[src/rtl/core/vgdr_pkg.sv]
package vgdr_pkg;

  localparam int unsigned SEQ_W     = 32;
  localparam int unsigned REWIND_W  = 4;
  // Widest slot index for the largest supported ring (256 slots)
  localparam int unsigned SLOT_BITS = 8;

  localparam logic [REWIND_W-1:0] REWIND_RESET = 4'd2;
  localparam logic [REWIND_W-1:0] REWIND_MIN   = 4'd1;
  localparam logic [REWIND_W-1:0] REWIND_MAX   = 4'd14;

  typedef enum logic [1:0] {
    ACT_ENCODE  = 2'd0,
    ACT_FORWARD = 2'd1,
    ACT_SKIP    = 2'd2
  } action_e;

  // One classified frame, front to back
  typedef struct packed {
    logic [SEQ_W-1:0]     newest_seq;
    logic [SLOT_BITS-1:0] newest_slot;
    logic [SEQ_W-1:0]     start_seq;
    logic [SLOT_BITS-1:0] start_slot;
    logic [REWIND_W-1:0]  lb_count;
    action_e              lb_action;
    action_e              new_action;
  } cmd_t;

endpackage

[src/rtl/core/vgdr_front.sv]
module vgdr_front import vgdr_pkg::*; #(
  parameter int unsigned RING_SLOTS = 16
) (
  input  logic                clk_i,
  input  logic                rst_ni,
  input  logic                cfg_valid_i,
  output logic                cfg_ready_o,
  input  logic [REWIND_W-1:0] rewind_frames_i,
  input  logic                in_valid_i,
  output logic                in_ready_o,
  input  logic                voice_active_i,
  output logic                cmd_valid_o,
  input  logic                cmd_ready_i,
  output cmd_t                cmd_o
);

  localparam int unsigned SLOT_W = $clog2(RING_SLOTS);
  localparam int unsigned DW = ((SLOT_W > REWIND_W) ? SLOT_W : REWIND_W) + 2;
  localparam logic [DW-1:0]     SLOTS_D   = DW'(RING_SLOTS);
  // one past the slot of the last sequence before the wrap, i.e. where 2^32 lands mod ring size
  localparam logic [DW-1:0]     WRAP_SLOT = DW'((64'd1 << 32) % RING_SLOTS);
  localparam logic [SLOT_W-1:0] LAST_SLOT = SLOT_W'(RING_SLOTS - 1);

  logic [REWIND_W-1:0] rw_q;
  logic                silence_q, silence_d;
  logic [SLOT_W-1:0]   fill_q, fill_d;
  logic [SEQ_W-1:0]    seq_q;
  logic [SLOT_W-1:0]   slot_q, slot_d;

  logic                accept;
  logic [REWIND_W-1:0] rw_eff;
  logic [DW-1:0]       fill_x, rw_x, cnt_x, dist_x, diff_x;

  assign cfg_ready_o = 1'b1;
  assign in_ready_o  = cmd_ready_i;
  assign cmd_valid_o = in_valid_i;
  assign accept      = in_valid_i && cmd_ready_i;

  always_comb begin
    if (rw_q < REWIND_MIN) begin
      rw_eff = REWIND_MIN;
    end else if (rw_q > REWIND_MAX) begin
      rw_eff = REWIND_MAX;
    end else begin
      rw_eff = rw_q;
    end

    if (fill_q == '0) begin
      fill_d = SLOT_W'(1);
    end else if (fill_q >= LAST_SLOT) begin
      fill_d = fill_q;
    end else begin
      fill_d = fill_q + SLOT_W'(1);
    end

    fill_x    = DW'(fill_d);
    rw_x      = DW'(rw_eff);
    cnt_x     = '0;
    dist_x    = '0;
    silence_d = silence_q;
    cmd_o.lb_action  = ACT_ENCODE;
    cmd_o.new_action = ACT_ENCODE;

    if (voice_active_i) begin
      if (silence_q) begin
        silence_d = 1'b0;
        cnt_x     = (rw_x < fill_x - DW'(1)) ? rw_x : fill_x - DW'(1);
        dist_x    = cnt_x;
      end
    end else if (!silence_q) begin
      silence_d = 1'b1;
    end else begin
      cnt_x            = (rw_x < fill_x) ? DW'(1) : '0;
      dist_x           = rw_x;
      cmd_o.lb_action  = ACT_FORWARD;
      cmd_o.new_action = ACT_SKIP;
    end

    // slot of newest - dist, minding the jump at the sequence wrap
    if (seq_q >= SEQ_W'(dist_x)) begin
      diff_x = DW'(slot_q) - dist_x;
    end else begin
      diff_x = WRAP_SLOT - (dist_x - DW'(seq_q[REWIND_W-1:0]));
    end
    if (diff_x[DW-1]) begin
      diff_x = diff_x + SLOTS_D;
    end

    if (seq_q == '1) begin
      slot_d = '0;
    end else if (slot_q == LAST_SLOT) begin
      slot_d = '0;
    end else begin
      slot_d = slot_q + SLOT_W'(1);
    end

    cmd_o.newest_seq  = seq_q;
    cmd_o.newest_slot = SLOT_BITS'(slot_q);
    cmd_o.start_seq   = seq_q - SEQ_W'(dist_x);
    cmd_o.start_slot  = SLOT_BITS'(diff_x[SLOT_W-1:0]);
    cmd_o.lb_count    = REWIND_W'(cnt_x);
  end

  always_ff @(posedge clk_i or negedge rst_ni) begin
    if (!rst_ni) begin
      rw_q      <= REWIND_RESET;
      silence_q <= 1'b0;
      fill_q    <= '0;
      seq_q     <= '0;
      slot_q    <= '0;
    end else begin
      if (cfg_valid_i) begin
        rw_q <= rewind_frames_i;
      end
      if (accept) begin
        silence_q <= silence_d;
        fill_q    <= fill_d;
        seq_q     <= seq_q + SEQ_W'(1);
        slot_q    <= slot_d;
      end
    end
  end

endmodule

[src/rtl/core/vgdr_cmd_fifo.sv]
module vgdr_cmd_fifo import vgdr_pkg::*; (
  input  logic clk_i,
  input  logic rst_ni,
  input  logic push_valid_i,
  output logic push_ready_o,
  input  cmd_t push_data_i,
  output logic pop_valid_o,
  input  logic pop_ready_i,
  output cmd_t pop_data_o
);

  cmd_t       mem_q [2];
  logic       wr_ptr_q, rd_ptr_q;
  logic [1:0] count_q;
  logic       push, pop;

  assign push_ready_o = (count_q != 2'd2);
  assign pop_valid_o  = (count_q != 2'd0);
  assign pop_data_o   = mem_q[rd_ptr_q];
  assign push         = push_valid_i && push_ready_o;
  assign pop          = pop_valid_o && pop_ready_i;

  always_ff @(posedge clk_i) begin
    if (push) begin
      mem_q[wr_ptr_q] <= push_data_i;
    end
  end

  always_ff @(posedge clk_i or negedge rst_ni) begin
    if (!rst_ni) begin
      wr_ptr_q <= 1'b0;
      rd_ptr_q <= 1'b0;
      count_q  <= 2'd0;
    end else begin
      if (push) begin
        wr_ptr_q <= !wr_ptr_q;
      end
      if (pop) begin
        rd_ptr_q <= !rd_ptr_q;
      end
      if (push && !pop) begin
        count_q <= count_q + 2'd1;
      end else if (pop && !push) begin
        count_q <= count_q - 2'd1;
      end
    end
  end

endmodule

[src/rtl/core/vgdr_back.sv]
module vgdr_back import vgdr_pkg::*; #(
  parameter int unsigned RING_SLOTS = 16
) (
  input  logic             clk_i,
  input  logic             rst_ni,
  input  logic             cmd_valid_i,
  output logic             cmd_ready_o,
  input  cmd_t             cmd_i,
  output logic             out_valid_o,
  input  logic             out_ready_i,
  output logic [SEQ_W-1:0] frame_seq_o,
  output logic [1:0]       action_o,
  output logic             last_o
);

  localparam int unsigned SLOT_W = $clog2(RING_SLOTS);
  localparam logic [SLOT_W-1:0] LAST_SLOT = SLOT_W'(RING_SLOTS - 1);

  logic [RING_SLOTS-1:0] marks_q, marks_d;
  logic                  busy_q, busy_d;
  logic [REWIND_W-1:0]   cnt_q, cnt_d;
  logic [SEQ_W-1:0]      seq_q, seq_d;
  logic [SLOT_W-1:0]     slot_q, slot_d;
  cmd_t                  cmd_q;

  logic                  out_valid_q, out_valid_d;
  logic [SEQ_W-1:0]      out_seq_q, out_seq_d;
  action_e               out_act_q, out_act_d;
  logic                  out_last_q, out_last_d;

  logic                  load, adv;
  logic [SLOT_W-1:0]     new_slot, load_slot;

  assign cmd_ready_o = !busy_q;
  assign load        = cmd_valid_i && !busy_q;
  assign adv         = busy_q && (!out_valid_q || out_ready_i);
  assign new_slot    = cmd_q.newest_slot[SLOT_W-1:0];
  assign load_slot   = cmd_i.newest_slot[SLOT_W-1:0];

  assign out_valid_o = out_valid_q;
  assign frame_seq_o = out_seq_q;
  assign action_o    = out_act_q;
  assign last_o      = out_last_q;

  always_comb begin
    marks_d     = marks_q;
    busy_d      = busy_q;
    cnt_d       = cnt_q;
    seq_d       = seq_q;
    slot_d      = slot_q;
    out_valid_d = out_valid_q && !out_ready_i;
    out_seq_d   = out_seq_q;
    out_act_d   = out_act_q;
    out_last_d  = out_last_q;

    if (load) begin
      // new frame enters the ring unprocessed
      marks_d[load_slot] = 1'b0;
      busy_d = 1'b1;
      cnt_d  = cmd_i.lb_count;
      seq_d  = cmd_i.start_seq;
      slot_d = cmd_i.start_slot[SLOT_W-1:0];
    end

    if (adv) begin
      if (cnt_q != '0) begin
        if (!marks_q[slot_q]) begin
          marks_d[slot_q] = 1'b1;
          out_valid_d = 1'b1;
          out_seq_d   = seq_q;
          out_act_d   = cmd_q.lb_action;
          out_last_d  = 1'b0;
        end
        cnt_d = cnt_q - REWIND_W'(1);
        seq_d = seq_q + SEQ_W'(1);
        if (seq_q == '1 || slot_q == LAST_SLOT) begin
          slot_d = '0;
        end else begin
          slot_d = slot_q + SLOT_W'(1);
        end
      end else begin
        if (cmd_q.new_action == ACT_ENCODE) begin
          marks_d[new_slot] = 1'b1;
        end
        out_valid_d = 1'b1;
        out_seq_d   = cmd_q.newest_seq;
        out_act_d   = cmd_q.new_action;
        out_last_d  = 1'b1;
        busy_d      = 1'b0;
      end
    end
  end

  always_ff @(posedge clk_i) begin
    if (load) begin
      cmd_q <= cmd_i;
    end
    cnt_q     <= cnt_d;
    seq_q     <= seq_d;
    slot_q    <= slot_d;
    out_seq_q <= out_seq_d;
    out_act_q <= out_act_d;
    out_last_q <= out_last_d;
  end

  always_ff @(posedge clk_i or negedge rst_ni) begin
    if (!rst_ni) begin
      marks_q     <= '0;
      busy_q      <= 1'b0;
      out_valid_q <= 1'b0;
    end else begin
      marks_q     <= marks_d;
      busy_q      <= busy_d;
      out_valid_q <= out_valid_d;
    end
  end

endmodule

[src/rtl/core/vad_gated_dtx_frame_release.sv]
// Channel   Direction  Handshake               Carries
// cfg       in         cfg_valid_i/cfg_ready_o rewind_frames_i (lookback depth)
// in        in         in_valid_i/in_ready_o   voice_active_i, one request per frame
// out       out        out_valid_o/out_ready_i frame_seq_o, action_o, last_o
//
// Back sequencer: per frame it walks the lookback steps, one ring slot per step, then
//   emits the new frame; steps are min(rewind, held - 1) on speech after silence,
//   1 or 0 on a skipped frame, 0 otherwise.
// The front takes a new frame each cycle while the 2-entry command queue has room.
// Reset clears all processed marks, the sequence count and silence mode at once.
// A stalled output holds its result; the back waits, the front fills the queue.
module vad_gated_dtx_frame_release import vgdr_pkg::*; #(
  parameter int unsigned RING_SLOTS = 16
) (
  input  logic                clk_i,
  input  logic                rst_ni,
  input  logic                cfg_valid_i,
  output logic                cfg_ready_o,
  input  logic [REWIND_W-1:0] rewind_frames_i,
  input  logic                in_valid_i,
  output logic                in_ready_o,
  input  logic                voice_active_i,
  output logic                out_valid_o,
  input  logic                out_ready_i,
  output logic [SEQ_W-1:0]    frame_seq_o,
  output logic [1:0]          action_o,
  output logic                last_o
);

  // front -> queue
  logic fq_valid, fq_ready;
  cmd_t fq_cmd;
  // queue -> back
  logic qb_valid, qb_ready;
  cmd_t qb_cmd;

  // Front: ring bookkeeping (fill level, next sequence and its slot),
  // silence mode, and classification of each frame into a command.
  vgdr_front #(
    .RING_SLOTS (RING_SLOTS)
  ) u_front (
    .clk_i           (clk_i),
    .rst_ni          (rst_ni),
    .cfg_valid_i     (cfg_valid_i),
    .cfg_ready_o     (cfg_ready_o),
    .rewind_frames_i (rewind_frames_i),
    .in_valid_i      (in_valid_i),
    .in_ready_o      (in_ready_o),
    .voice_active_i  (voice_active_i),
    .cmd_valid_o     (fq_valid),
    .cmd_ready_i     (fq_ready),
    .cmd_o           (fq_cmd)
  );

  vgdr_cmd_fifo u_fifo (
    .clk_i        (clk_i),
    .rst_ni       (rst_ni),
    .push_valid_i (fq_valid),
    .push_ready_o (fq_ready),
    .push_data_i  (fq_cmd),
    .pop_valid_o  (qb_valid),
    .pop_ready_i  (qb_ready),
    .pop_data_o   (qb_cmd)
  );

  // Back: owns the processed marks, walks the lookback window oldest first
  // and drives the registered result.
  vgdr_back #(
    .RING_SLOTS (RING_SLOTS)
  ) u_back (
    .clk_i       (clk_i),
    .rst_ni      (rst_ni),
    .cmd_valid_i (qb_valid),
    .cmd_ready_o (qb_ready),
    .cmd_i       (qb_cmd),
    .out_valid_o (out_valid_o),
    .out_ready_i (out_ready_i),
    .frame_seq_o (frame_seq_o),
    .action_o    (action_o),
    .last_o      (last_o)
  );

endmodule

[config.mk]
export PLATFORM = sky130hd
export DESIGN_NAME = vad_gated_dtx_frame_release
export DESIGN_NICKNAME = d
export VERILOG_FILES = /design/src/rtl/core/vgdr_pkg.sv /design/src/rtl/core/vgdr_front.sv /design/src/rtl/core/vgdr_cmd_fifo.sv /design/src/rtl/core/vgdr_back.sv /design/src/rtl/core/vad_gated_dtx_frame_release.sv
export SDC_FILE = /design/constraint.sdc
export NUM_CORES = 1
export LEC_CHECK = 0
export BUFFER_PORTS_ARGS = -buffer_cell sky130_fd_sc_hd__buf_2
export CELL_PAD_IN_SITES_DETAIL_PLACEMENT = 1
export CELL_PAD_IN_SITES_GLOBAL_PLACEMENT = 2
export CORE_MARGIN = 3
export CORE_UTILIZATION = 43
export DETAILED_ROUTE_END_ITERATION = 10
export PLACE_DENSITY_LB_ADDON = 0.2
export SETUP_SLACK_MARGIN = 0.2
export SLEW_MARGIN = 0
export SYNTH_ARGS = -nofsm -noshare
export SYNTH_HDL_FRONTEND = slang
export SYNTH_SLANG_ARGS = --single-unit
[constraint.sdc]
create_clock -name clk_i -period 6.3 [get_ports clk_i]
set_input_delay 1.26 -clock clk_i [delete_from_list [all_inputs] [get_ports clk_i]]
set_output_delay 1.26 -clock clk_i [all_outputs]
set_load 0.05 [all_outputs]
==> metrics.txt, run 1 <==
status=completed; worst setup margin=0.6967 ns; fin crit share=0.8894; final hold violation count=0; Max FO, Critical Path=7; XOR/XNOR Fraction of Synth Area=0.04201; Int Pwr=6.003 mW; Final ANT Viol Nets=0; CTS clk-pin slew, worst paths=0.06 ns; gr usage total=0.1956; simple-gate share of the synthesized area=0.1358; post-synth top area share=0.4585; Worst Tran Pin Value=1.081 ns; diode count=0; endpoints failing setup=0; post-DP HPWL=23330 um; worst endpoint required time=6.56 ns; largest family of logic cells by synthesized area=simple AND/OR/NAND/NOR gates; min-delay src=u_back.marks_q[6]; CP startpoint kind=flop; Total Wirelength=35210 um; number of remaining DRC errors=0; CTS Buffer Depth=3; WL/cell=20.28 um; syn avg cell area=12.23 um^2; Seq cells post-synth=333; Worst VDD drop=0.2962 mV; Yosys cell types=69; Final #Nets=1298; H-tree levels=2; max-slew violations=0; FP Rows=67; Vias=9498; full die area=36690 um^2; dominant cells by area after synthesis=edfxtp_1, dfrtp_1, dfxtp_1; max-cap violations=0; area grow syn2layout=13.21%; RePlAce Congestion=0.8158; Die H=191.5 um; Starting Density=0.4392; WP data arrival=5.86 ns; relative slew slack=0.2793; Hold WC Path Type=flop to flop; share of cells above drive strength 1=0.1475; synth warn=0; final core occ=0.4973; Cells after Synth=1210; Gate power share=0.382; Sw Share=0.3893; initial antenna violation count=0; mapped cell area=14800 um^2; fin area=16760 um^2; # port buffers=46; Synth area leader=edfxtp_1; pin count of the biggest net entering global routing=70; Congestion Overflow GR=0; clock share of power=0.221; synthesized-area fraction occupied by adder cells=0.02553; first-pass GRT wire length=56150 um; CTS root buf=clkbuf_16; pre-CTS WS=0.6242 ns; unrepaired setup endpoints after global routing=false; mux cell area share after synthesis=0.06889; sequential cell area fraction in the yosys report=0.6260; Async S/R FF share, synth=0.2012; minimum clock period=5.603 ns; critical path class=flop to flop; Worst Skew=0.01408 ns; Worst-Skew Late Latency=0.52 ns; clk sinks=333; Reg-to-Reg Start=u_front.fill_q[0]; Initial DRT Pass Iterations=5; LEAKAGE=6.362 nW; number of global-route vias before repair=10020; Switching Power=3.827 mW; core area=33700 um^2; number of synthesized flops with an enable pin=226; Fin Setup TNS=0 ns; Reg power frac=0.398; most common flop cell mapped by yosys=edfxtp_1; Worst Setup SP=u_front.fill_q[0]; Initial DRC Count=530; Horiz. Die Dim=191.5 um; overall power=9.830 mW; Ports=48; Synth Area in Compound Gates=0.07794; vias per cell=5.471; PD cells=586.6 nW/um^2; Max Clk Rate=0.1785 GHz; CP Capture Type=flop; Placed Area=15490 um^2; TritonCTS Buffers=39; CTS tree=done
## power groups by stage
stage	logic (mW)	registers (mW)	clock network (mW)
after floorplan	2.35	4.22	0
after CTS	3.79	3.91	2.23
final	3.75	3.91	2.17
after global routing	4.16	4.01	2.32
after detailed placement	3.77	3.95	0
after global placement	3.68	3.91	0
## cells by family (layout without fill, tap and decap cells)
logic type,Yosys count,count (layout)
AND/OR/NAND/NOR,426,426
flip-flops,333,333
AO/OA/AOI/OAI,173,173
multiplexers,89,89
buffers and inverters,88,164
XOR/XNOR,71,71
adder cells (fa/ha/maj),29,29
other,1,3
## area by class of cell
type / instances / area [um^2]
clock buffer: 54 / 1125
clock inverter: 16 / 128.9
fill: 3516 / 16940
inverter: 35 / 131.4
multi-input combinational: 791 / 5211
sequential: 333 / 9270
tap: 448 / 560.5
timing repair buffer: 59 / 330.3
## placed cells by master, fill, tap and decap left out, types with 10 or more instances in the layout
cell type	instances
nand2_1	186
edfxtp_1	226
inv_1	32
nor3_1	29
mux2i_1	40
dfrtp_1	64
a21oi_1	33
buf_2	45
nor2b_1	10
o21ai_0	47
nand4_1	11
buf_4	14
a221oi_1	10
and2_1	10
nand2b_1	10
ha_1	27
nand3_1	35
dfxtp_1	40
nor2_1	79
xnor2_1	39
mux2_2	41
xor2_1	32
clkbuf_16	41
a211oi_1	13
and3_1	12
## flip-flops by register name, summed over array words and instances (netlist names), 4 cells and up
register            flops
u_back.seq_q           32
u_front.rw_q            4
u_back.marks_q         16
u_back.slot_q           4
u_back.cmd_q           37
u_front.slot_q          4
u_back.frame_seq_o     32
u_fifo.mem_q          154
u_front.seq_q          32
u_front.fill_q          4
u_back.cnt_q            4
## synth_stat cells, types with 11 or more instances
master / count
a211oi_1: 13
a21oi_1: 33
and3_1: 13
clkbuf_1: 41
dfrtp_1: 66
dfxtp_1: 40
edfxtp_1: 226
ha_1: 27
inv_1: 34
mux2_2: 41
mux2i_1: 40
nand2_1: 186
nand3_1: 35
nand4_1: 11
nor2_1: 82
nor3_1: 29
o21ai_0: 47
xnor2_1: 39
xor2_1: 32
## critical path: stages (launching register included)
cell and delay (ns):
dfrtp_2 0.42, inv_1 0.08, ha_1 0.24, nand2b_1 0.11, a21oi_1 0.08, or3_1 0.44
ha_1 0.25, inv_1 0.10, xnor2_1 0.08, ha_1 0.31, and3_1 0.16, o31ai_1 0.12
a21boi_1 0.33, mux2i_1 0.13, nor2_1 0.15, ha_1 0.19, inv_1 0.05, fa_1 0.40
a21o_1 0.18, a21oi_1 0.22, nor2b_1 0.08, o21ai_1 0.25, nand2_2 0.21, nor4_4 0.27
buf_4 0.19, mux2_4 0.31
## metal layers
metal,GRT usage,share of wire
met3,0.02494,0.026
met4,0.03980,0.015
met2,0.3348,0.49
met5,0,0
met1,0.2690,0.47
## per-stage QoR
step / hold slack [ns] / instances
final: 0.4995 / 1736
after global routing: 0.5196 / 1736
after CTS: 0.4945 / 1735
after detailed placement: 0.4794 / 1665
after global placement: 0.4665 / 1665
after floorplan: 0.4402 / 1212
## repair_timing
| action | 4_1_cts | 5_1_grt |
|---|---|---|
| buffers inserted | 0 | 1 |
| gates resized for setup | 0 | 2 |
| setup endpoints to repair | 0 | 6 |
| hold buffers | 0 | 0 |
## worst paths after layout
check / slack [ns] / to / cells after the start
worst max-delay path: 0.70 / u_fifo.mem_q[1][9] / 25
worst min-delay path: 0.50 / u_back.marks_q[6] / 1
worst max register to register: 0.70 / u_fifo.mem_q[1][9] / 25
worst min register to register: 0.50 / u_back.marks_q[6] / 1
max in group asynchronous: 4.68 / u_fifo.rd_ptr_q / 1
min in group asynchronous: 0.89 / u_front.fill_q[3] / 1
Power figures use the tool's default switching activity.
==> run 2: changes to the inputs <==
--- a/config.mk
+++ b/config.mk
@@ -8,8 +8,7 @@
 export BUFFER_PORTS_ARGS = -buffer_cell sky130_fd_sc_hd__buf_2
 export CELL_PAD_IN_SITES_DETAIL_PLACEMENT = 1
 export CELL_PAD_IN_SITES_GLOBAL_PLACEMENT = 2
-export CORE_MARGIN = 3
-export CORE_UTILIZATION = 43
+export CORE_UTILIZATION = 45
 export DETAILED_ROUTE_END_ITERATION = 10
 export PLACE_DENSITY_LB_ADDON = 0.2
 export SETUP_SLACK_MARGIN = 0.2
==> constraint.sdc (replaced) <==
create_clock -name clk_i -period 6.86 [get_ports clk_i]
set_input_delay 1.372 -clock clk_i [delete_from_list [all_inputs] [get_ports clk_i]]
set_output_delay 1.372 -clock clk_i [all_outputs]
set_load 0.05 [all_outputs]
==> run 2 against run 1 <==
  * Utilization increased by 1.9 points
  * Via count increased by 0.21%
  * Clock power decreased by 6%
  * Clock skew decreased by 0.0038 ns
  * Sequential power decreased by 7.2%
  * Flip-flop and latch count unchanged
  * Sequential share of layout area about the same
  * Final cell count decreased by 0.46%
  * Combinational power decreased by 9.1%
  * Global-route usage increased by 2.4 points
  * Maximum frequency decreased by 1.8%
  * Clock-buffer cell count increased by 5
==> metrics.txt, run 2 (synthesized netlist as in run 1, its figures left out) <==
minimum clock period=5.704 ns (was 5.603 ns); pin count of the biggest net entering global routing=68 (was 70); Fin Setup TNS=0 ns (unchanged); Vias=9518 (was 9498); Starting Density=0.4561 (was 0.4392); Congestion Overflow GR=0 (unchanged); commonest non-fill, non-tap cell in the layout=edfxtp_1 (unchanged); FP Rows=66 (was 67); worst setup margin=1.156 ns (was 0.6967 ns); Max Clk Rate=0.1753 GHz (was 0.1785 GHz); Ports=48 (unchanged); WL/cell=20.56 um (was 20.28 um); H-tree levels=2 (unchanged); CTS tree=done (unchanged); # port buffers=46 (unchanged); Worst Tran Pin Value=1.194 ns (was 1.081 ns); Top Metal Used=met4 (unchanged); worst endpoint required time=7.13 ns (was 6.56 ns); cts hold-fix bufs=0 (unchanged); clk sinks=333 (unchanged); vias per cell=5.508 (was 5.471); CTS resizes=0 (unchanged); overall power=9.088 mW (was 9.830 mW); critical path class=flop to flop (unchanged); CP Capture Type=flop (unchanged); relative slew slack=0.2018 (was 0.2793); area grow syn2layout=13.14% (was 13.21%); max reg flops=154 (unchanged); number of remaining DRC errors=0 (unchanged); Initial DRT Pass Iterations=5 (unchanged); core area=32450 um^2 (was 33700 um^2); LEAKAGE=6.366 nW (was 6.362 nW); max-slew violations=0 (unchanged); initial antenna violation count=0 (unchanged); first-pass GRT wire length=56640 um (was 56150 um); CTS clk-pin slew, worst paths=0.06 ns (about the same); multi-input logic area=5209 um^2 (was 5211 um^2); number of global-route vias before repair=9996 (was 10020); Worst-Skew Late Latency=0.52 ns (about the same); Worst VDD drop=0.2501 mV (was 0.2962 mV); Seq. cell area=9269 um^2 (was 9270 um^2); most frequent cells in the layout=edfxtp_1, nand2_1, nor2_1 (unchanged); fin crit share=0.8315 (was 0.8894); Max FO, Critical Path=7 (unchanged); register with the most flip-flops=u_fifo.mem_q (unchanged); RePlAce Congestion=0.8107 (was 0.8158); Final ANT Viol Nets=0 (unchanged); buffers inserted by post-CTS timing repair=0 (unchanged); Layout Cells excl Fill=1728 (was 1736); share of cells above drive strength 1=0.1431 (was 0.1475); Horiz. Die Dim=183.4 um (was 191.5 um); post-DP HPWL=23020 um (was 23330 um); Hold WC Path Type=flop to flop (unchanged); gr usage total=0.2195 (was 0.1956); endpoints failing setup=0 (unchanged); Post-Route M1 WL=16510 um (was 16530 um); TritonCTS Buffers=38 (was 39); CTS root buf=clkbuf_16 (unchanged); PD cells=542.7 nW/um^2 (was 586.6 nW/um^2); Fillers=3337 (was 3516); Placed Cells incl. Taps=1658 (was 1665); pre-CTS WS=1.189 ns (was 0.6242 ns); Die H=183.4 um (was 191.5 um); Regs by FF count=u_fifo.mem_q (154), u_back.cmd_q (37) (unchanged); Total Wirelength=35530 um (was 35210 um); final core occ=0.5160 (was 0.4973); wire length on met2=17440 um (was 17210 um); CTS Buffer Depth=3 (unchanged); diode count=0 (unchanged); final hold violation count=0 (unchanged); Initial DRC Count=479 (was 530); full die area=33620 um^2 (was 36690 um^2); CP startpoint kind=flop (unchanged); Worst Skew=0.01027 ns (was 0.01408 ns); WP data arrival=5.97 ns (was 5.86 ns); Final #Nets=1295 (was 1298); met3 wire len=875 um (was 924 um); status=completed (unchanged); max-cap violations=0 (unchanged); unrepaired setup endpoints after global routing=false (unchanged)
-- run 2: layer usage --
metal | vias up | global-route usage
li1 | 4505 | -
met5 | - | 0
met3 | 47 | 0.02244
met4 | 0 | 0.05767
met2 | 116 | 0.3748
met1 | 4850 | 0.2992
-- run 2: through the flow --
stage          hold slack [ns]  area, um^2
5_1_grt                 0.5144       16750
2_1_floorplan           0.4402       14810
4_1_cts                 0.5005       16750
6_report                0.4971       16750
3_3_place_gp            0.4716       15480
3_5_place_dp            0.4823       15480
-- run 2: layout make-up --
| cell class | count | area share |
|---|---|---|
| tap | 442 | 0.03302 |
| sequential | 333 | 0.5535 |
| clock buffer | 59 | 0.06769 |
| multi-input combinational | 791 | 0.3110 |
| clock inverter | 11 | 0.008143 |
| inverter | 35 | 0.007845 |
| timing repair buffer | 57 | 0.01883 |
-- run 2: path summary, 6_finish.rpt --
kind	from	to	slack (ns)	depth (start not counted)
setup reg to reg	u_front.fill_q[0]	u_fifo.mem_q[1][10]	1.16	24
min in group asynchronous	rst_ni	u_front.fill_q[0]	1.00	1
setup / recovery	u_front.fill_q[0]	u_fifo.mem_q[1][10]	1.16	24
hold reg to reg	u_back.seq_q[23]	u_back.seq_q[23]	0.50	1
hold / removal	u_back.seq_q[23]	u_back.seq_q[23]	0.50	1
max in group asynchronous	rst_ni	u_fifo.rd_ptr_q	5.14	1
-- run 2: where the power goes --
| group | total, mW | switching (mW) | internal (mW) |
|---|---|---|---|
| Combinational | 3.41 | 2.27 | 1.14 |
| Clock | 2.05 | 0.792 | 1.25 |
| Sequential | 3.63 | 0.462 | 3.17 |
-- run 2: worst max-delay path, cell delays in order (launching register included) --
cell,delay (ns)
dfrtp_1,0.45
ha_1,0.29
nand2_1,0.14
mux2i_1,0.17
nor2_1,0.30
ha_1,0.28
inv_1,0.08
xnor2_1,0.13
ha_1,0.31
and3_1,0.16
o31ai_1,0.09
a21boi_1,0.34
mux2i_1,0.13
nor2_1,0.16
ha_1,0.21
inv_1,0.07
fa_1,0.41
a21o_1,0.18
a21oi_1,0.22
nor2b_1,0.08
o21ai_1,0.12
buf_4,0.18
nand2_2,0.15
nor4_4,0.44
mux2_4,0.35
